$ cat src/design/integer_matrix_multiply_macros.svh
// Assertion macros used by the asserting file integer_matrix_multiply.sv.
`ifndef INTEGER_MATRIX_MULTIPLY_MACROS_SVH
`define INTEGER_MATRIX_MULTIPLY_MACROS_SVH

// Check expr in the same cycle as cond.
`define IMM_ASSERT_NOW(label, clk, rst_n, cond, expr, msg) \
    label: assert property (@(posedge clk) disable iff (!rst_n) (cond) |-> (expr)) \
        else $error(msg);

// Check expr in the cycle after cond.
`define IMM_ASSERT_NEXT(label, clk, rst_n, cond, expr, msg) \
    label: assert property (@(posedge clk) disable iff (!rst_n) (cond) |=> (expr)) \
        else $error(msg);

`endif

$ cat src/design/imm_ram.sv
`default_nettype none

module imm_ram #(
    parameter int DEPTH = 64,
    parameter int WIDTH = 32,
    parameter int ADDR_W = 6
) (
    input  logic              clk,
    input  logic              wr_en,
    input  logic [ADDR_W-1:0] wr_addr,
    input  logic [WIDTH-1:0]  wr_data,
    input  logic [ADDR_W-1:0] rd_addr,
    output logic [WIDTH-1:0]  rd_data
);

    logic [WIDTH-1:0] mem [DEPTH];
    logic [WIDTH-1:0] rd_data_reg;

    always_ff @(posedge clk)
    begin
        if (wr_en)
        begin
            mem[wr_addr] <= wr_data;
        end
        rd_data_reg <= mem[rd_addr];
    end

    assign rd_data = rd_data_reg;

endmodule

`default_nettype wire

$ cat config.mk
export PLATFORM = sky130hd
export DESIGN_NAME = imm_ram
export DESIGN_NICKNAME = d
export VERILOG_FILES = /design/src/design/integer_matrix_multiply_macros.svh /design/src/design/imm_ram.sv
export SDC_FILE = /design/constraint.sdc
export NUM_CORES = 2
export LEC_CHECK = 0
export ABC_AREA = 1
export BUFFER_PORTS_ARGS = -buffer_cell sky130_fd_sc_hd__buf_2
export CAP_MARGIN = 20
export CORE_MARGIN = 3
export CORE_UTILIZATION = 47
export DETAILED_ROUTE_END_ITERATION = 7
export PLACE_DENSITY_LB_ADDON = 0.08
export SYNTH_ARGS = -nofsm -noshare
export SYNTH_HDL_FRONTEND = slang
export SYNTH_SLANG_ARGS = --single-unit
$ cat constraint.sdc
create_clock -name clk -period 4.1 [get_ports clk]
set_clock_uncertainty 0.05 [all_clocks]
set_input_delay 0 -clock clk [delete_from_list [all_inputs] [get_ports clk]]
set_output_delay 0 -clock clk [all_outputs]
set_load 0.01 [all_outputs]
-- Word level (Yosys, flattened, before mapping)
Memories as Yosys holds them, arrays and structs flattened. A register that Yosys moved wholly into a read port is not among the register bits.
Index checks and enable logic that the tools add are counted.
- mux-type cells: 2
- operators with widths (kind ; number):
    1-bit two-way mux ; 2
- logic and storage cells: 3
- bits in registers: 0
- memories kept: 1
- memory bits (writable): 2048
- bits of input ports: 46
- output and inout bits: 32
- memories (name ; depth ; width ; rd ports ; clocked after Yosys merged registers in ; wr ports ; line ; RTL):
    mem ; 64 ; 32 ; 1 ; 1 ; 1 ; imm_ram.sv:16 ; logic [WIDTH-1:0] mem [DEPTH];

-- Depth between registers and ports, before layout
- word-level depth: 2
- gate-level depth with buffers: 13
- gate-level depth less buffers: 9

-- Worst setup path before layout
OpenSTA, ideal clock, no wires.
- kind: input -> register
- start: in wr_en
- end: mem mem[48][0], enable pin
- arrival: 3.628 ns
- required time: 3.548 ns
- buffers on the path: 1
- slack: -0.080 ns
- stages: 3
- cell sequence: clkbuf_1 nand4_1 nor4_1
- longest elaborated chain between the ends: 2
- ends and longest elaborated chain (element ; line ; RTL):
    start: declaration ; imm_ram.sv:9 ; input logic wr_en,
    1-bit two-way mux ; imm_ram.sv:21 ; if (wr_en)
    1-bit two-way mux (not written as such) ; imm_ram.sv:23 ; mem[wr_addr] <= wr_data;
    end: declaration ; imm_ram.sv:16 ;
Every way passes these cells.

==> metrics list <==
- The floorplan step defined a die boundary enclosing 0.1811 mm2.
* Peak fanout along the critical path: 118
* Site Rows: 153
- Seq. cell area: 0.06214 mm2
- Total congestion overflow: 0
* Routed wire per std cell: 27.52 um
- The final hold violation count is 0.
- TritonCTS created 213 clock buffers.
- Across every metal layer, demand over resource in global routing totals 0.2834.
- Worst Hold Margin: 0.07912 ns
- After layout, the design draws a total of 45.51 mW.
- Tightest Pin Transition: 1.197 ns
- The die is 425.6 um tall.
- Share of the synthesized area in the top cell type: 0.7433
* WL final: 258100 um
- Entering global routing, the biggest net connects 139 pins.
- Layout filler cell count: 14760
* Normalized max-slew margin: 0.2017
* Footprint of the multi-input gates: 0.01877 mm2
- The clock tree synthesis step divided the H-tree into 4 levels.
* Total number of vias: 53750
* Most area-hungry cell type in the Yosys netlist: edfxtp_1
* Total half-perimeter wirelength after legalization and detailed placement: 142100 um
- Cell area power density: 486.1 mW/mm2
- For this run, design rule violations remaining after detail routing come to 0.
- Clock-pin transition on the worst setup and hold timing paths: 0.06 ns
* Number of max-slew violations in the final report: 0
- The register with the most flip-flops in the layout has 2048 of them.
* Count of distinct cell types in the synthesized netlist: 16
* Upper clock frequency limit: 341.1 MHz
- Die outline width: 425.6 um
- Max-cap check violation count: 0
- During I/O placement, the number of pins put on the boundary was 78.
- The cell count after synthesis came out at 6769.
- The run finished with clean final reports.
- No sink is reached through more buffers than the 3 on the longest clock path.
* Clock insertion delay at the later pin of the skew report: 0.86 ns
* Required time of the worst setup path: 4.83 ns
- The placed instances occupy a cell area of 0.08641 mm2.
- Hold-fix buffer count after cts: 45
- Root Buffer: clkbuf_16
* Leading cell type in the layout, fill and taps excluded: nand2_1
- After floorplanning, the core was sized to cover 0.1744 mm2.
- Flop and latch count out of synthesis: 2080
* Warning count from the yosys run: 0
- The path class of the tightest hold or removal check is in -> reg.
* Net count, final: 6916
- Clk sinks: 2080
* Area growth from synthesis to layout: 13.16%
- Nature of the critical path endpoint: flip-flop
- Setup repair after global routing left no endpoint under its margin.
- TritonCTS clock tree: done
- The detailed router finished its first iteration with 6029 violations.
- Part of the Yosys area used for sequential elements: 0.7510
* First-pass detailed-route iteration total: 6
* Fraction of final layout cells sized beyond drive strength 1: 0.09279
- Delay of the slowest cell on the worst path: 0.60 ns
- Final weighted congestion in routability-driven placement: 0.8277
- The first global-routing pass estimated 370400 um of wire.
- The smallest clock period supported by the final layout is computed as 2.932 ns.
- Dominant delay contributor by cell family on the critical path: buffers and inverters
- Arr. time, crit path: 3.66 ns
- The number of global-route vias before repair was 51090.
* CTS-repair resized insts: 0
- Count of input and output buffers: 77
* Cell-by-cell listing of the critical path: dlygate4sd3_1, buf_8, inv_16, buf_4, nand2_1, nand3_1, nand3_1, nand3_1, nand3_1, dlygate4sd3_1, nand2_1, nand2_1, dlygate4sd3_1, nand2_1
* Number of vias per cell: 5.730
- The slowest stage of the critical path belongs to the cell dlygate4sd3_1.
- Post-CTS setup buffer count: 0
- The initial utilization of the core area, before any placement, comes to 0.4744.
- Once detail routing completed, the nets flagged for antenna violations numbered 0.
* Critical path class: in -> reg
* Number of failing setup endpoints in the final timing report: 0
* Number of antenna violations at the first check in global routing: 17
- Of the available clock period, the critical path in the final layout requires 0.7151.
- Summed instance area of the synthesized netlist: 0.08274 mm2
- Commonest cells after routing, fill and taps aside: 2248 x nand2_1, 2048 x edfxtp_1, 1907 x nand3_1
- The number of buffers and inverters on the critical path is 6.
- Mean instance size in the synthesized netlist: 12.22 um2
* Nets in the synthesized netlist: 6815
* Leakage power: 32.93 nW
- CP Launch Type: input pin
- Maximum ir drop on the vdd rail: 0.4439 mV
- Total negative slack: 0 ns
- Summing all non-filler instances in the final layout gives an area of 0.09363 mm2.
* Largest cells by area after synthesis: edfxtp_1 74%, nand3_1 12%, nand2_1 10%
==> cell families after synthesis <==
| group | share of synthesized area |
|---|---|
| buf+inv | 0.02779 |
| flops | 0.7510 |
| simple gates | 0.2212 |
==> power breakdown <==
group	internal, mW	total [mW]	switching [mW]
Combinational	0.695	2.94	2.24
Sequential	23.5	23.6	0.0989
Clock	10.8	18.9	8.09
==> cell type report <==
class / instances / share of cell area
well taps: 2325 / 0.03107
diodes: 7 / 0.0001871
clock buffers: 272 / 0.06052
multi-input cells: 4228 / 0.2005
repair buffers: 335 / 0.03163
clock inverters: 121 / 0.01155
flip-flops and latches: 2080 / 0.6637
inverters: 12 / 0.0008820
==> stage by stage <==
stage,std cells,utilization,setup WS [ns]
floorplan,6769,-,-0.07998
global placement,8935,0.4955,0.9297
detailed placement,8935,0.4955,0.9394
CTS,9373,0.5368,1.256
global route,9375,0.5368,0.9766
finish,9380,0.5369,1.168
==> synthesized netlist by cell type <==
cell type	instances
nand2_1	2248
edfxtp_1	2048
nand3_1	1907
buf_2	282
clkbuf_1	77
nor2_1	56
buf_4	45
buf_1	40
dfxtp_1	32
inv_1	9
nand4_1	9
nor4_1	8
buf_6	3
buf_8	2
inv_2	2
inv_4	1
==> path summary, 6_finish.rpt <==
| path | from | endpoint | slack, ns | cells past startpoint |
|---|---|---|---|---|
| hold / removal | rd_addr[1] | rd_data[17] | 0.08 | 9 |
| setup reg to reg | mem[57][23] | rd_data[23] | 1.76 | 10 |
| setup / recovery | rd_addr[0] | rd_data[23] | 1.17 | 14 |
| hold reg to reg | mem[4][16] | rd_data[16] | 0.73 | 8 |
==> per-layer routing <==
| layer | wire (um) | GRT usage | vias up |
|---|---|---|---|
| met4 | 12390 | 0.1272 | 2 |
| met5 | 13 | 0 | - |
| met3 | 16550 | 0.03485 | 448 |
| met1 | 106200 | 0.3884 | 26870 |
| li1 | - | - | 24350 |
| met2 | 123000 | 0.4562 | 2073 |
==> worst min-delay path, stage by stage <==
cell     delay, ns
buf_8         0.14
buf_12        0.19
nand3_1       0.12
nand3_1       0.07
nand3_1       0.11
nand3_1       0.08
nand2_1       0.07
nand2_1       0.05
nand2_1       0.06
Power figures use the tool's default switching activity.
