[src/design/integer_matrix_multiply_macros.svh]
// Assertion macros used by the asserting file integer_matrix_multiply.sv.
`ifndef INTEGER_MATRIX_MULTIPLY_MACROS_SVH
`define INTEGER_MATRIX_MULTIPLY_MACROS_SVH

// Check expr in the same cycle as cond.
`define IMM_ASSERT_NOW(label, clk, rst_n, cond, expr, msg) \
    label: assert property (@(posedge clk) disable iff (!rst_n) (cond) |-> (expr)) \
        else $error(msg);

// Check expr in the cycle after cond.
`define IMM_ASSERT_NEXT(label, clk, rst_n, cond, expr, msg) \
    label: assert property (@(posedge clk) disable iff (!rst_n) (cond) |=> (expr)) \
        else $error(msg);

`endif

[src/design/imm_pkg.sv]
`default_nettype none

package imm_pkg;

    localparam int ELEM_IN_W = 32;
    localparam int PRODUCT_W = 64;
    localparam int IDX_W = 3;
    localparam int DIM_REG_W = 4;
    localparam int CFG_IDX_W = 2;
    localparam int M_TDATA_W = 72;

    typedef enum logic [1:0] {
        ST_LOAD_A,
        ST_LOAD_B,
        ST_COMPUTE
    } imm_state_t;

    typedef enum logic [CFG_IDX_W-1:0] {
        CFG_A_ROWS     = 2'd0,
        CFG_INNER_SIZE = 2'd1,
        CFG_B_COLS     = 2'd2
    } cfg_index_t;

    typedef struct packed {
        logic             valid;
        logic             first;
        logic             last_k;
        logic             last;
        logic [IDX_W-1:0] row;
        logic [IDX_W-1:0] col;
    } issue_t;

    typedef struct packed {
        logic idle;
    } mac_status_t;

endpackage

`default_nettype wire

[src/design/imm_mac.sv]
`default_nettype none

module imm_mac #(
    parameter int ELEM_WIDTH = 32
) (
    input  logic                             clk,
    input  logic                             rst_n,
    input  logic [ELEM_WIDTH-1:0]            left_data,
    input  logic [ELEM_WIDTH-1:0]            right_data,
    input  imm_pkg::issue_t                  issue,
    output imm_pkg::mac_status_t             status,
    output logic                             m_tvalid,
    input  logic                             m_tready,
    output logic [imm_pkg::PRODUCT_W-1:0]    product,
    output logic [imm_pkg::IDX_W-1:0]        out_row,
    output logic [imm_pkg::IDX_W-1:0]        out_col,
    output logic                             last
);

    localparam int MUL_W = 2 * ELEM_WIDTH;

    imm_pkg::issue_t tag1_reg;
    imm_pkg::issue_t tag2_reg;
    imm_pkg::issue_t res_tag_reg;
    imm_pkg::issue_t out_tag_reg;
    logic [imm_pkg::PRODUCT_W-1:0] prod_reg;
    logic [imm_pkg::PRODUCT_W-1:0] acc_reg;
    logic [imm_pkg::PRODUCT_W-1:0] res_reg;
    logic [imm_pkg::PRODUCT_W-1:0] out_prod_reg;
    logic                          pend_reg;
    logic                          out_valid_reg;

    logic signed [MUL_W-1:0]       mul;
    logic [imm_pkg::PRODUCT_W-1:0] acc_sum;
    logic                          load_out;

    assign mul = $signed(left_data) * $signed(right_data);
    assign acc_sum = tag2_reg.first ? prod_reg : acc_reg + prod_reg;
    assign load_out = pend_reg && (!out_valid_reg || m_tready);
    assign status.idle = !pend_reg && !tag1_reg.valid && !tag2_reg.valid;

    always_ff @(posedge clk or negedge rst_n)
    begin
        if (!rst_n)
        begin
            tag1_reg <= '0;
            tag2_reg <= '0;
            pend_reg <= 1'b0;
            out_valid_reg <= 1'b0;
        end
        else
        begin
            tag1_reg <= issue;
            tag2_reg <= tag1_reg;
            if (tag2_reg.valid && tag2_reg.last_k)
            begin
                pend_reg <= 1'b1;
            end
            else if (load_out)
            begin
                pend_reg <= 1'b0;
            end
            if (load_out)
            begin
                out_valid_reg <= 1'b1;
            end
            else if (m_tready)
            begin
                out_valid_reg <= 1'b0;
            end
        end
    end

    always_ff @(posedge clk)
    begin
        if (tag1_reg.valid)
        begin
            prod_reg <= imm_pkg::PRODUCT_W'(mul);
        end
        if (tag2_reg.valid)
        begin
            acc_reg <= acc_sum;
            if (tag2_reg.last_k)
            begin
                res_reg <= acc_sum;
                res_tag_reg <= tag2_reg;
            end
        end
        if (load_out)
        begin
            out_prod_reg <= res_reg;
            out_tag_reg <= res_tag_reg;
        end
    end

    assign m_tvalid = out_valid_reg;
    assign product = out_prod_reg;
    assign out_row = out_tag_reg.row;
    assign out_col = out_tag_reg.col;
    assign last = out_tag_reg.last;

endmodule

`default_nettype wire
[config.mk]
export PLATFORM = sky130hd
export DESIGN_NAME = imm_mac
export DESIGN_NICKNAME = d
export VERILOG_FILES = /design/src/design/integer_matrix_multiply_macros.svh /design/src/design/imm_pkg.sv /design/src/design/imm_mac.sv
export SDC_FILE = /design/constraint.sdc
export NUM_CORES = 2
export LEC_CHECK = 0
export ABC_AREA = 1
export ABC_CLOCK_PERIOD_IN_PS = 8600
export BUFFER_PORTS_ARGS = -buffer_cell sky130_fd_sc_hd__buf_2
export CAP_MARGIN = 40
export CORE_MARGIN = 1.5
export CORE_UTILIZATION = 30
export DETAILED_ROUTE_END_ITERATION = 8
export SYNTH_ARGS = -nofsm -noshare
export SYNTH_HDL_FRONTEND = slang
export SYNTH_SLANG_ARGS = --single-unit
[constraint.sdc]
create_clock -name clk -period 8.6 [get_ports clk]
set_input_delay 2.15 -clock clk [delete_from_list [all_inputs] [get_ports clk]]
set_output_delay 2.15 -clock clk [all_outputs]
set_load 0.02 [all_outputs]
* Word level (Yosys, flattened, before mapping)
Index checks and enable logic that the tools add are counted.
Word-level totals: register bits after elaboration 292, input port bits 77
Cells by class: add/sub/neg operators 1, $mul 1, muxes and demuxes 5, reductions and logical operators 12
Operators with widths (count):
- $add 64x64->64 | 1
- $mul 32x32->64 | 1
- $mux 64 | 1
- $logic_and 1x1->1 | 4
- $logic_not 1->1 | 4
- $mux 1 | 4
- $reduce_bool 2->1 | 2
- $reduce_and 2->1 | 1
- $logic_or 1x1->1 | 1

* Longest topological paths before layout
depth after elaboration 5, depth in mapped cells 30

* Worst setup path before layout
No wires, ideal clock.
path type input to register, start in left_data[31], end reg prod_reg[62] in the netlist's numbering, data pin, arrival time 8.721 ns, required time 8.348 ns, slack -0.374 ns, stages on the path 27, cells stage by stage clkbuf_1 -> nand2_1 -> inv_1 -> fa_1 -> inv_1 -> fa_1 -> inv_1 -> fa_1 -> fa_1 -> inv_1 -> fa_1 -> inv_1 -> fa_1 -> inv_1 -> fa_1 -> inv_1 -> fa_1 -> ha_1 -> nand2_1 -> nor2_1 -> inv_1 -> nor2_1 -> inv_1 -> nor4_1 -> nand2_1 -> nand3_1 -> nand2_1
On the way: longest elaborated chain between the ends 1
RTL lines:
- from (decl) | RTL line imm_mac.sv:8 | input logic [ELEM_WIDTH-1:0] left_data,
- $mul 32x32->64 | RTL line imm_mac.sv:37 | assign mul = $signed(left_data) * $signed(right_data);
- via mul[62] | RTL line imm_mac.sv:33 | logic signed [MUL_W-1:0] mul;
- to (signal assigned) | RTL line imm_mac.sv:78 | prod_reg <= imm_pkg::PRODUCT_W'(mul);
- to (decl) | RTL line imm_mac.sv:26 | logic [imm_pkg::PRODUCT_W-1:0] prod_reg;
The timed path passes the listed nets, and every way through them passes these cells. A chain may end at the register's enable or synchronous reset.

* Final worst setup path
start in left_data[31], end reg prod_reg[56] in the netlist's numbering, data pin
The elaborated chain is that of the path after synthesis.

==> impl_results.md <==
- Status: complete, no violations
- Clk root buf: clkbuf_16
- Clock Tree Buf Depth: 3
- Final setup vio count: 0
- CTS tree: yes
- Async SR Flop Fraction: 7.53%
- First-pass GRT wire length: 255,000 um
- Total GRT Usage: 18.2%
- Vias: 42,400
- Syn Std Cell Area: 53,200 sq um
- Initial Util: 30.2%
- Crit path time final: 8460 ps
- Top-area cell type share of the netlist area: 40.7%
- Avg WL per Cell: 17.4 um
- Std cell rows: 154
- Tcrit/Tclk final: 98.4%
- # DRC: 0
- # IOs: 150
- Layout Utilization: 35.4%
- Worst EP arrival: 8800 ps
- Fin. Hold Viols: 0
- Hpwl dp: 144,000 um
- Clk slew on worst S/H paths: 60 ps
- Req. time, crit path: 8940 ps
- Die W: 424 um
- Dominant cells by area after synthesis: fa_1 41%, edfxtp_1 15%, nand2_1 14%, inv_1 13%, ha_1 5.8%
- Placed inst area: 60,800 sq um
- Vias in the first global route: 44,500
- FMAX: 118 MHz
- Worst Setup Start Kind: primary input
- # nets final: 8,433
- Initial antenna violation count: 5
- Synth warn: 0
- EDFF count, synth: 270
- Distinct cells, synth: 43
- Fillers: 18,300
- Slew Viols, Final: 0
- Hold-fix buffers, CTS: 0
- Die Area: 180,000 sq um
- Top_reg_cell synth: edfxtp_1
- Gate Count Post-Synth: 6,543
- Setup CP Type: primary input to flip-flop
- Core Area: 176,000 sq um
- Port Buffers: 149
- Max_slew headroom: 37.4%
- Total Routed Length: 163,000 um
- Top cells by count, synth: 1,927 x nand2_1, 1,895 x inv_1, 1,083 x fa_1
- Grt total ovfl: 0
- Worst-skew pair later-pin latency: 610 ps
- Largest area contributor in the netlist: fa_1
- Placer Congestion: 0.986
- Largest net degree at the start of global routing: 70
- Syn Nets: 7,950
- Synthesized flop and latch total: 292
- Post-route antenna net violation count: 0
- Total CTS buffers: 31
- Final instance area: 62,400 sq um
- HP Class: flip-flop to flip-flop
- Skew final: 22.1 ps
- Initial DRC Count: 2,979
- CTS H-tree depth: 1
- Mean area per synthesized cell: 8.13 sq um
- Max cap viols: 0
- Die height: 424 um
- Worst-Margin Slew: 939 ps
- Critical Path Fanout Max: 10
- Count leader, synth: nand2_1
- Sequential area share after synthesis: 16.3%
- Proportion of layout cells with a drive suffix above 1: 12.5%
- Worst Setup End Kind: flip-flop
- First-pass iteration count of the detailed router: 7
- Vias per inst: 4.52
- Clk sinks: 292
- P&R area growth vs syn: 17.2%
layout make-up:
| type | count | area, sq um | share of cell area [%] |
|---|---|---|---|
| clock inverters | 21 | 225 | 0.361 |
| inverters | 1900 | 7140 | 11.5 |
| clock buffers | 37 | 872 | 1.40 |
| multi-input cells | 4145 | 37100 | 59.5 |
| diodes | 2 | 5.00 | 0.00802 |
| repair buffers | 656 | 5460 | 8.75 |
| well taps | 2340 | 2930 | 4.69 |
| flip-flops and latches | 292 | 8660 | 13.9 |
worst max-delay path: stages:
cell and delay [ps]:
buf_6 130, clkbuf_16 170, nand2_1 80, inv_1 60, fa_1 510, inv_2 60, fa_2 560, inv_2 60
fa_1 490, fa_2 590, clkinvlp_4 110, buf_12 160, fa_1 520, inv_1 50, fa_1 470, inv_1 50
fa_1 470, inv_1 60, fa_1 510, ha_4 320, nand2_1 120, nor2_2 170, inv_2 100, nor4_4 390
o21ai_2 190, nand4_1 130, nand2_1 90
routing by layer:
metal	up-vias	share of wire [%]	GRT usage (%)
met5	-	0.0043	0
met4	2	2.5	3.94
met3	197	5.5	1.28
met2	1293	47	31.0
met1	21300	45	25.2
li1	19700	-	-
through the flow:
stage	setup WS, ps	setup TNS (ps)	hold slack (ps)	std cells
finish	140	0	350	9393
CTS	14.9	0	351	9380
detailed placement	-782	-18000	341	9322
floorplan	-63.4	-166	331	6543
global placement	-688	-15430	334	9321
global route	-57.8	-82.0	356	9392
repair_timing:
| action | 4_1_cts | 5_1_grt |
|---|---|---|
| resized for setup | 4 | 108 |
| pin swaps | 0 | 24 |
| endpoints found under the hold margin | 0 | 0 |
| setup endpoints to repair | 3 | 27 |
| buffers inserted | 0 | 8 |
| gates cloned | 0 | 3 |
final timing paths:
path	from	end	slack, ps	cells past startpoint
max	left_data[31]	prod_reg[56]	140	27
max in group asynchronous	rst_n	tag2_reg[8]	6750	1
min	tag1_reg[8]	tag2_reg[8]	350	0
min in group asynchronous	rst_n	tag2_reg[4]	1500	1
min reg2reg	tag1_reg[8]	tag2_reg[8]	350	0
max reg2reg	prod_reg[55]	res_reg[57]	5380	10
cells by family (layout without fill, tap and decap cells):
group	after synthesis	after routing	synth area share (%)
compound gates	256	256	2.58
fa+ha+maj	1330	1330	46.5
flops	292	292	16.3
buf+inv	2106	2614	14.9
xor+xnor	57	57	0.938
other cells	0	2	0
simple gates	2502	2502	18.8
cells in the final DEF, fill, tap and decap left out, types with 9 or more instances in the layout:
cell type  count
inv_1       1877
buf_2        135
or2_2         16
clkbuf_16     36
nand2_1     1916
nor2_1       247
ha_4          12
clkbuf_4      12
nand3_1      155
fa_1        1074
nor2_2        35
nand2_2       23
buf_4        439
o21ai_0       60
o21ai_1       22
xor2_1        35
buf_12        66
nand3b_1      11
ha_1         234
dfrtp_1       19
xnor2_1       21
nand4_1       36
a21oi_1      131
edfxtp_1     270
o21bai_1      12
fa_2           9
nand3_2       11
inv_2         20
Power is not shown: default switching activity piles up to over one toggle a cycle in this logic, so the estimate is an artifact.
