`src/design/integer_matrix_multiply_macros.svh`:
```
// Assertion macros used by the asserting file integer_matrix_multiply.sv.
`ifndef INTEGER_MATRIX_MULTIPLY_MACROS_SVH
`define INTEGER_MATRIX_MULTIPLY_MACROS_SVH

// Check expr in the same cycle as cond.
`define IMM_ASSERT_NOW(label, clk, rst_n, cond, expr, msg) \
    label: assert property (@(posedge clk) disable iff (!rst_n) (cond) |-> (expr)) \
        else $error(msg);

// Check expr in the cycle after cond.
`define IMM_ASSERT_NEXT(label, clk, rst_n, cond, expr, msg) \
    label: assert property (@(posedge clk) disable iff (!rst_n) (cond) |=> (expr)) \
        else $error(msg);

`endif

```
`src/design/imm_pkg.sv`:
```
`default_nettype none

package imm_pkg;

    localparam int ELEM_IN_W = 32;
    localparam int PRODUCT_W = 64;
    localparam int IDX_W = 3;
    localparam int DIM_REG_W = 4;
    localparam int CFG_IDX_W = 2;
    localparam int M_TDATA_W = 72;

    typedef enum logic [1:0] {
        ST_LOAD_A,
        ST_LOAD_B,
        ST_COMPUTE
    } imm_state_t;

    typedef enum logic [CFG_IDX_W-1:0] {
        CFG_A_ROWS     = 2'd0,
        CFG_INNER_SIZE = 2'd1,
        CFG_B_COLS     = 2'd2
    } cfg_index_t;

    typedef struct packed {
        logic             valid;
        logic             first;
        logic             last_k;
        logic             last;
        logic [IDX_W-1:0] row;
        logic [IDX_W-1:0] col;
    } issue_t;

    typedef struct packed {
        logic idle;
    } mac_status_t;

endpackage

`default_nettype wire

```
`src/design/imm_ctrl.sv`:
```
`default_nettype none

module imm_ctrl #(
    parameter int MAX_DIM = 8,
    localparam int DEPTH = MAX_DIM * MAX_DIM,
    localparam int ADDR_W = (DEPTH > 1) ? $clog2(DEPTH) : 1
) (
    input  logic                           clk,
    input  logic                           rst_n,
    input  logic                           cfg_valid,
    input  logic [imm_pkg::CFG_IDX_W-1:0]  cfg_index,
    input  logic [imm_pkg::DIM_REG_W-1:0]  cfg_data,
    input  logic                           s_tvalid,
    output logic                           s_tready,
    output logic                           left_we,
    output logic                           right_we,
    output logic [ADDR_W-1:0]              wr_addr,
    output logic [ADDR_W-1:0]              left_rd_addr,
    output logic [ADDR_W-1:0]              right_rd_addr,
    output imm_pkg::issue_t                issue,
    input  imm_pkg::mac_status_t           status
);

    localparam int CNT_W = $clog2(MAX_DIM + 1);
    localparam int DIM_W = (MAX_DIM > 1) ? $clog2(MAX_DIM) : 1;
    localparam int LC_W = $clog2(DEPTH + 1);
    localparam int MN_W = 2 * CNT_W;
    localparam int CLAMP_W = imm_pkg::DIM_REG_W + 1;
    localparam int DIM_RESET = (MAX_DIM < 8) ? MAX_DIM : 8;

    imm_pkg::imm_state_t state_reg, state_next;
    logic [CNT_W-1:0]  m_reg, m_next;
    logic [CNT_W-1:0]  n_reg, n_next;
    logic [CNT_W-1:0]  p_reg, p_next;
    logic [LC_W-1:0]   load_cnt_reg, load_cnt_next;
    logic [DIM_W-1:0]  i_reg, i_next;
    logic [DIM_W-1:0]  j_reg, j_next;
    logic [DIM_W-1:0]  k_reg, k_next;
    logic [ADDR_W-1:0] row_base_reg, row_base_next;
    logic [ADDR_W-1:0] a_addr_reg, a_addr_next;
    logic [ADDR_W-1:0] b_addr_reg, b_addr_next;

    logic [MN_W-1:0] size_mn;
    logic [MN_W-1:0] size_np;
    logic            load_done;
    logic            accept;
    logic            k_last;
    logic            j_last;
    logic            i_last;
    logic            issue_go;
    logic            cfg_known;

    function automatic logic [CNT_W-1:0] clamp_dim(input logic [imm_pkg::DIM_REG_W-1:0] v);
        logic [CLAMP_W-1:0] w;
        w = CLAMP_W'(v);
        if (v == '0)
            clamp_dim = CNT_W'(1);
        else if (w > CLAMP_W'(MAX_DIM))
            clamp_dim = CNT_W'(MAX_DIM);
        else
            clamp_dim = CNT_W'(v);
    endfunction

    assign size_mn = MN_W'(m_reg) * MN_W'(n_reg);
    assign size_np = MN_W'(n_reg) * MN_W'(p_reg);
    assign load_done = (MN_W'(load_cnt_reg) + MN_W'(1)) ==
                       ((state_reg == imm_pkg::ST_LOAD_A) ? size_mn : size_np);
    assign s_tready = (state_reg == imm_pkg::ST_LOAD_A) || (state_reg == imm_pkg::ST_LOAD_B);
    assign accept = s_tvalid && s_tready;
    assign k_last = (CNT_W'(k_reg) + CNT_W'(1)) == n_reg;
    assign j_last = (CNT_W'(j_reg) + CNT_W'(1)) == p_reg;
    assign i_last = (CNT_W'(i_reg) + CNT_W'(1)) == m_reg;
    assign issue_go = (state_reg == imm_pkg::ST_COMPUTE) && ((k_reg != '0) || status.idle);

    assign left_we = accept && (state_reg == imm_pkg::ST_LOAD_A);
    assign right_we = accept && (state_reg == imm_pkg::ST_LOAD_B);
    assign wr_addr = ADDR_W'(load_cnt_reg);
    assign left_rd_addr = a_addr_reg;
    assign right_rd_addr = b_addr_reg;

    assign issue.valid = issue_go;
    assign issue.first = (k_reg == '0);
    assign issue.last_k = k_last;
    assign issue.last = k_last && j_last && i_last;
    assign issue.row = imm_pkg::IDX_W'(i_reg);
    assign issue.col = imm_pkg::IDX_W'(j_reg);

    always_ff @(posedge clk or negedge rst_n)
    begin
        if (!rst_n)
        begin
            state_reg <= imm_pkg::ST_LOAD_A;
            m_reg <= CNT_W'(DIM_RESET);
            n_reg <= CNT_W'(DIM_RESET);
            p_reg <= CNT_W'(DIM_RESET);
            load_cnt_reg <= '0;
            i_reg <= '0;
            j_reg <= '0;
            k_reg <= '0;
            row_base_reg <= '0;
            a_addr_reg <= '0;
            b_addr_reg <= '0;
        end
        else
        begin
            state_reg <= state_next;
            m_reg <= m_next;
            n_reg <= n_next;
            p_reg <= p_next;
            load_cnt_reg <= load_cnt_next;
            i_reg <= i_next;
            j_reg <= j_next;
            k_reg <= k_next;
            row_base_reg <= row_base_next;
            a_addr_reg <= a_addr_next;
            b_addr_reg <= b_addr_next;
        end
    end

    always_comb
    begin
        state_next = state_reg;
        m_next = m_reg;
        n_next = n_reg;
        p_next = p_reg;
        load_cnt_next = load_cnt_reg;
        i_next = i_reg;
        j_next = j_reg;
        k_next = k_reg;
        row_base_next = row_base_reg;
        a_addr_next = a_addr_reg;
        b_addr_next = b_addr_reg;
        cfg_known = 1'b0;

        unique case (state_reg)
            imm_pkg::ST_LOAD_A:
            begin
                if (accept)
                begin
                    if (load_done)
                    begin
                        load_cnt_next = '0;
                        state_next = imm_pkg::ST_LOAD_B;
                    end
                    else
                    begin
                        load_cnt_next = load_cnt_reg + LC_W'(1);
                    end
                end
            end
            imm_pkg::ST_LOAD_B:
            begin
                if (accept)
                begin
                    if (load_done)
                    begin
                        load_cnt_next = '0;
                        state_next = imm_pkg::ST_COMPUTE;
                        i_next = '0;
                        j_next = '0;
                        k_next = '0;
                        row_base_next = '0;
                        a_addr_next = '0;
                        b_addr_next = '0;
                    end
                    else
                    begin
                        load_cnt_next = load_cnt_reg + LC_W'(1);
                    end
                end
            end
            imm_pkg::ST_COMPUTE:
            begin
                if (issue_go)
                begin
                    if (!k_last)
                    begin
                        k_next = k_reg + DIM_W'(1);
                        a_addr_next = a_addr_reg + ADDR_W'(1);
                        b_addr_next = b_addr_reg + ADDR_W'(p_reg);
                    end
                    else
                    begin
                        k_next = '0;
                        if (j_last)
                        begin
                            j_next = '0;
                            i_next = i_reg + DIM_W'(1);
                            row_base_next = row_base_reg + ADDR_W'(n_reg);
                            a_addr_next = row_base_reg + ADDR_W'(n_reg);
                            b_addr_next = '0;
                            if (i_last)
                            begin
                                state_next = imm_pkg::ST_LOAD_A;
                            end
                        end
                        else
                        begin
                            j_next = j_reg + DIM_W'(1);
                            a_addr_next = row_base_reg;
                            b_addr_next = ADDR_W'(j_reg) + ADDR_W'(1);
                        end
                    end
                end
            end
            default:
            begin
                state_next = imm_pkg::ST_LOAD_A;
            end
        endcase

        if (cfg_valid)
        begin
            unique case (imm_pkg::cfg_index_t'(cfg_index))
                imm_pkg::CFG_A_ROWS:
                begin
                    m_next = clamp_dim(cfg_data);
                    cfg_known = 1'b1;
                end
                imm_pkg::CFG_INNER_SIZE:
                begin
                    n_next = clamp_dim(cfg_data);
                    cfg_known = 1'b1;
                end
                imm_pkg::CFG_B_COLS:
                begin
                    p_next = clamp_dim(cfg_data);
                    cfg_known = 1'b1;
                end
                default:
                begin
                    cfg_known = 1'b0;
                end
            endcase
            // drop any partial load or computation and restart loading A
            if (cfg_known)
            begin
                state_next = imm_pkg::ST_LOAD_A;
                load_cnt_next = '0;
            end
        end
    end

endmodule

`default_nettype wire

```
`config.mk`:
```
export PLATFORM = sky130hd
export DESIGN_NAME = imm_ctrl
export DESIGN_NICKNAME = d
export VERILOG_FILES = /design/src/design/integer_matrix_multiply_macros.svh /design/src/design/imm_pkg.sv /design/src/design/imm_ctrl.sv
export SDC_FILE = /design/constraint.sdc
export NUM_CORES = 1
export LEC_CHECK = 0
export ABC_AREA = 0
export BUFFER_PORTS_ARGS = -buffer_cell sky130_fd_sc_hd__buf_2
export CAP_MARGIN = 20
export CORE_AREA = 8 8 91 113
export DETAILED_ROUTE_END_ITERATION = 7
export DIE_AREA = 0 0 99 121
export GPL_TIMING_DRIVEN = 1
export PLACE_DENSITY = 0.8
export SYNTH_ARGS = -nofsm -noshare
export SYNTH_HDL_FRONTEND = slang
export SYNTH_SLANG_ARGS = --single-unit
```
`constraint.sdc`:
```
create_clock -name clk -period 5.5 [get_ports clk]
set_clock_uncertainty 0.1 [all_clocks]
set_input_delay 1.65 -clock clk [delete_from_list [all_inputs] [get_ports clk]]
set_output_delay 1.65 -clock clk [all_outputs]
set_load 0.02 [all_outputs]
```
---- Word level (Yosys, flattened, before mapping) ----
Cells that the tools add are included.
cells by class
  add/subtract/negate cells ............... 12
  $mul .................................... 2
  $lt $le $gt $ge ......................... 1
  eq/ne operators ......................... 13
  multiplexer cells ....................... 47
  reduce and logical (&&, ||, !) cells .... 22
operators with widths
  cell                                                             number
  6-bit two-way mux                                                9
  6-bit one-hot mux with 2 select lines                            3
  7-bit two-way mux                                                5
  3-bit two-way mux                                                10
  2-bit two-way mux                                                10
  3-bit one-hot mux with 2 select lines                            3
  3-bit by 1-bit adder with 4-bit output, second input constant    4
  4-bit by 4-bit multiplier with 8-bit output                      2
  6-bit by 4-bit adder with 6-bit output                           2
  4-bit == test                                                    3
  4-bit two-way mux                                                3
  2-bit inequality test, second input constant                     5
  3-bit by 1-bit adder with 3-bit output, second input constant    3
  7-bit by 1-bit adder with 8-bit output, second input constant    1
  8-bit == test                                                    1
  8-bit two-way mux                                                1
  7-bit by 1-bit adder with 7-bit output, second input constant    1
  6-bit by 1-bit adder with 6-bit output, second input constant    1
  1-bit logical AND                                                6
  2-bit one-hot mux with 3 select lines                            1
  2-bit AND reduction                                              3
  6-bit AND reduction                                              1
  5-bit AND reduction                                              1
  2-bit by 1-bit == test with 1-bit output, second input constant  2
  12 further kinds                                                 16
word-level totals
  register bits ........................... 48
  bits of input ports ..................... 11
  output and inout port bits .............. 31

---- Longest topological paths before layout ----
  depth after elaboration ................. 9
  mapped depth ............................ 16
  depth with buffers taken out ............ 14

---- Worst setup path before layout ----
OpenSTA, ideal clock, no wires.
  kind .................................... input port to output port
  from .................................... in status
  to ...................................... out issue[9] (netlist name)
  data arrival time ....................... 2.480 ns
  required time ........................... 3.750 ns
  slack ................................... 1.270 ns
  stages on the path ...................... 5
  path through ............................ nor2b_1 nand2b_1 clkbuf_1 inv_1 buf_4
on the way
  cells in the longest elaborated chain, start to end .. 2
ends and longest elaborated chain
  what               line            text
  start, declared    imm_ctrl.sv:21  input imm_pkg::mac_status_t status
  1-bit logical OR   imm_ctrl.sv:73  assign issue_go = (state_reg == imm_pkg::ST_COMPUTE) && ((k_reg != '0) || status.idle);
  1-bit logical AND  imm_ctrl.sv:73
  end, declared      imm_ctrl.sv:20  output imm_pkg::issue_t issue,
No other way between the ends.

==> impl_results.md <==
* Starting density of the core at about half
* Design Area, Final at approximately 4400 um^2
* Placer congestion estimate at between 0.9 and 1
* P_leak at between 2 and 2.5 nW
* Worst Path Required at 3.75 ns
* Most used cell, CP: inv_1
* Clk sink count at between 40 and 50
* Syn_nets at around 530
* Clock slew at reported path FFs at about 0.10 ns
* Post-synth EDFFs at 0
* Fmax at roughly 0.22 GHz
* Placed Instances at around 600
* Final std cells w/o fill at between 500 and 600
* Met2 wire len at ~5.3 mm
* DP Worst Slack at roughly 1.1 ns
* Final setup TNS at 0 ns
* Setup CP Type: reg2out
* Final Routed Wirelength at 10.2 mm
* Worst-Skew Late Latency at 0.31 ns
* DR top layer: met4
* Hold Vio Cnt, Final at 0
* Synthesis Warnings at 0
* Vias at around 3600
* Max-cap violations at 0
* First-pass GRT wire length at about 17 mm
* Port-buffer cells at between 40 and 50
* Largest area contributor in the netlist: dfrtp_1
* Post-CTS Hold Fix Bufs at 0
* Startpoint types: register
* Worst vdd ir at between 0.0001 and 0.00015 V
* Residual DRC at 0
* Syn Std Cell Area at approximately 4100 um^2
* Bufs and invs on worst path at 4
* Number of global-route vias before repair at around 3600
* CP Max Fanout at 15
* Post-synth top area share at roughly 27%
* CP max stage cell: dfrtp_1
* Synth Area per Inst at about 8.7 um^2
* Setup ws final at about 0.89 ns
* RSZ-0062 raised after global routing: no
* Wl on met1 at between 4 and 5 mm
* Delay of the slowest critical-path stage at between 0.4 and 0.5 ns
* CTS Buf Count at 5
* DIE HEIGHT at 121 um
* CTS tree: built
* Slew @ Worst Pin at approximately 1.0 ns
* # setup viols final at 0
* Post-DP HPWL at around 7.9 mm
* Max reg flops at 7
* DR vias/cell at 5.96
* Status: completed
* Fraction of layout cells with a size suffix above 1 at between 10% and 20%
* Final Max Tran Viols at 0
* CTS root buffer: clkbuf_8
* Gr usage total at between 10% and 20%
* Largest cells by area after synthesis: dfrtp_1, ha_1, nand2_1
* PD cells at about 260 nW/um^2
* Post-synth ARST share at 100%
* Total grt overflow at 0
* Core ar. at around 8500 um^2
* Final period util at between 80 and 90%
* Setup bufs post-CTS at 0
* First-pass DRT Iterations at 5
* Area Overhead vs Synth at 7.32%
* # IOs at 42
* Nets at roughly 560
* Antenna cells at 0
* Register area share after synthesis at between 20% and 30%
* Crit path cell chain: inv_1 -> ha_1 -> xor2_1 -> a211oi_1 -> nand2_1 -> inv_1 -> nand3_1 -> inv_1 -> buf_2
* Fin util at between 50 and 60%
* Cell Area, Placed at roughly 4300 um^2
* H-Tree Depth at 2
* Resized Gates After CTS at 0
* Main synth FF type: dfrtp_1
* Gate count of the mapped netlist at 470
* Initial drt markers at ~170
* Critical Path End Type: output port
* Die area at roughly 12000 um^2
* Largest net degree at the start of global routing at 49
* Max transition margin at a little under a third
* Unique masters post-synth at 63
* Min cycle time layout at 4.61 ns
* Flops & latches, synth at 48
* Row cnt at 38
* Min-Delay Path Class: reg2reg
* Final ANT Viol Nets at 0
* Initial antenna violation count at 0
* Worst path arrival time at roughly 2.9 ns
* Die Span X at roughly 100 um
* Met3 WL at 458 um
* Clock tree buffer depth at 2
* Family with the most delay on the worst path: buffers and inverters
* Drt wl/cell at ~17 um
synthesized netlist by cell type (all sizes together) (6+ instances only):
cell and n:
nor2 30, buf 14, nand2 55, clkbuf 10, inv 23, a21oi 25
nand2b 6, ha 38, nand3 34, o21ai 26, fa 10, nor3 13
a31oi 9, mux2i 9, and2 18, xnor2 18, dfrtp 45, xor2 15
power by group:
group | switching (mW) | total (mW) | internal [mW]
Sequential | 0.0831 | 0.478 | 0.395
Clock | 0.124 | 0.214 | 0.0892
Combinational | 0.255 | 0.432 | 0.178
metal layers:
metal  vias to the layer above  global-route usage (%)
li1                       1702                       -
met5                         -                       0
met4                         0                    8.57
met3                        30                    2.99
met2                       103                    30.8
met1                      1734                    20.0
final timing paths:
check / endpoint / startpoint / slack [ns] / cells past startpoint
hold reg to reg: right_rd_addr[5] / right_rd_addr[5] / 0.37 / 1
setup / recovery: issue[6] / k_reg[0] / 0.89 / 9
min in group asynchronous: right_rd_addr[5] / rst_n / 1.32 / 2
hold / removal: right_rd_addr[5] / right_rd_addr[5] / 0.37 / 1
max in group asynchronous: i_reg[1] / rst_n / 3.54 / 2
setup reg to reg: j_reg[0] / n_reg[3] / 0.99 / 14
logic make-up after synthesis:
logic type | count (synthesis) | share of synthesized area (%)
flops | 48 | 29.4
simple gates | 185 | 22.6
fa+ha+maj | 48 | 16.5
xor+xnor | 33 | 7.04
compound gates | 96 | 15.6
buf+inv | 47 | 5.64
mux | 13 | 3.29
cell type report:
class	instances	area [um^2]
repair buffers	45	235
well taps	100	125
inverters	23	86.3
clock buffers	6	72.6
fillers	790	4110
clock inverters	2	12.5
flip-flops and latches	48	1200
multi-input cells	375	2670
layout by cell type (no fill, tap or decap), types with 4 or more instances in the layout:
cell type,count
nand2_1,54
dfrtp_1,45
buf_2,41
ha_1,38
nand3_1,34
nor2_1,30
a21oi_1,24
o21ai_0,24
inv_1,23
xnor2_1,18
and2_1,17
xor2_1,15
nor3_1,12
fa_1,10
a31oi_1,9
mux2i_1,9
nand2b_1,6
nand3b_1,5
clkbuf_8,5
nor2b_1,4
and3_1,4
nor4_1,4
a21o_1,4
buf_4,4
metrics by stage:
stage / hold slack, ns / total power [mW]
after CTS: 0.379 / 1.13
after detailed placement: 0.364 / 0.910
after global routing: 0.398 / 1.20
after global placement: 0.364 / 0.895
after floorplan: 0.391 / 0.799
final: 0.375 / 1.12
worst register-to-register path: cells and delay by family, from the launching register on:
family	cells	cell delay, ns
fa+ha+maj	3	1.38
flops	1	0.70
compound gates	6	1.48
simple gates	3	0.42
buf+inv	2	0.32
Note: power is estimated with default switching activity, not from simulation.
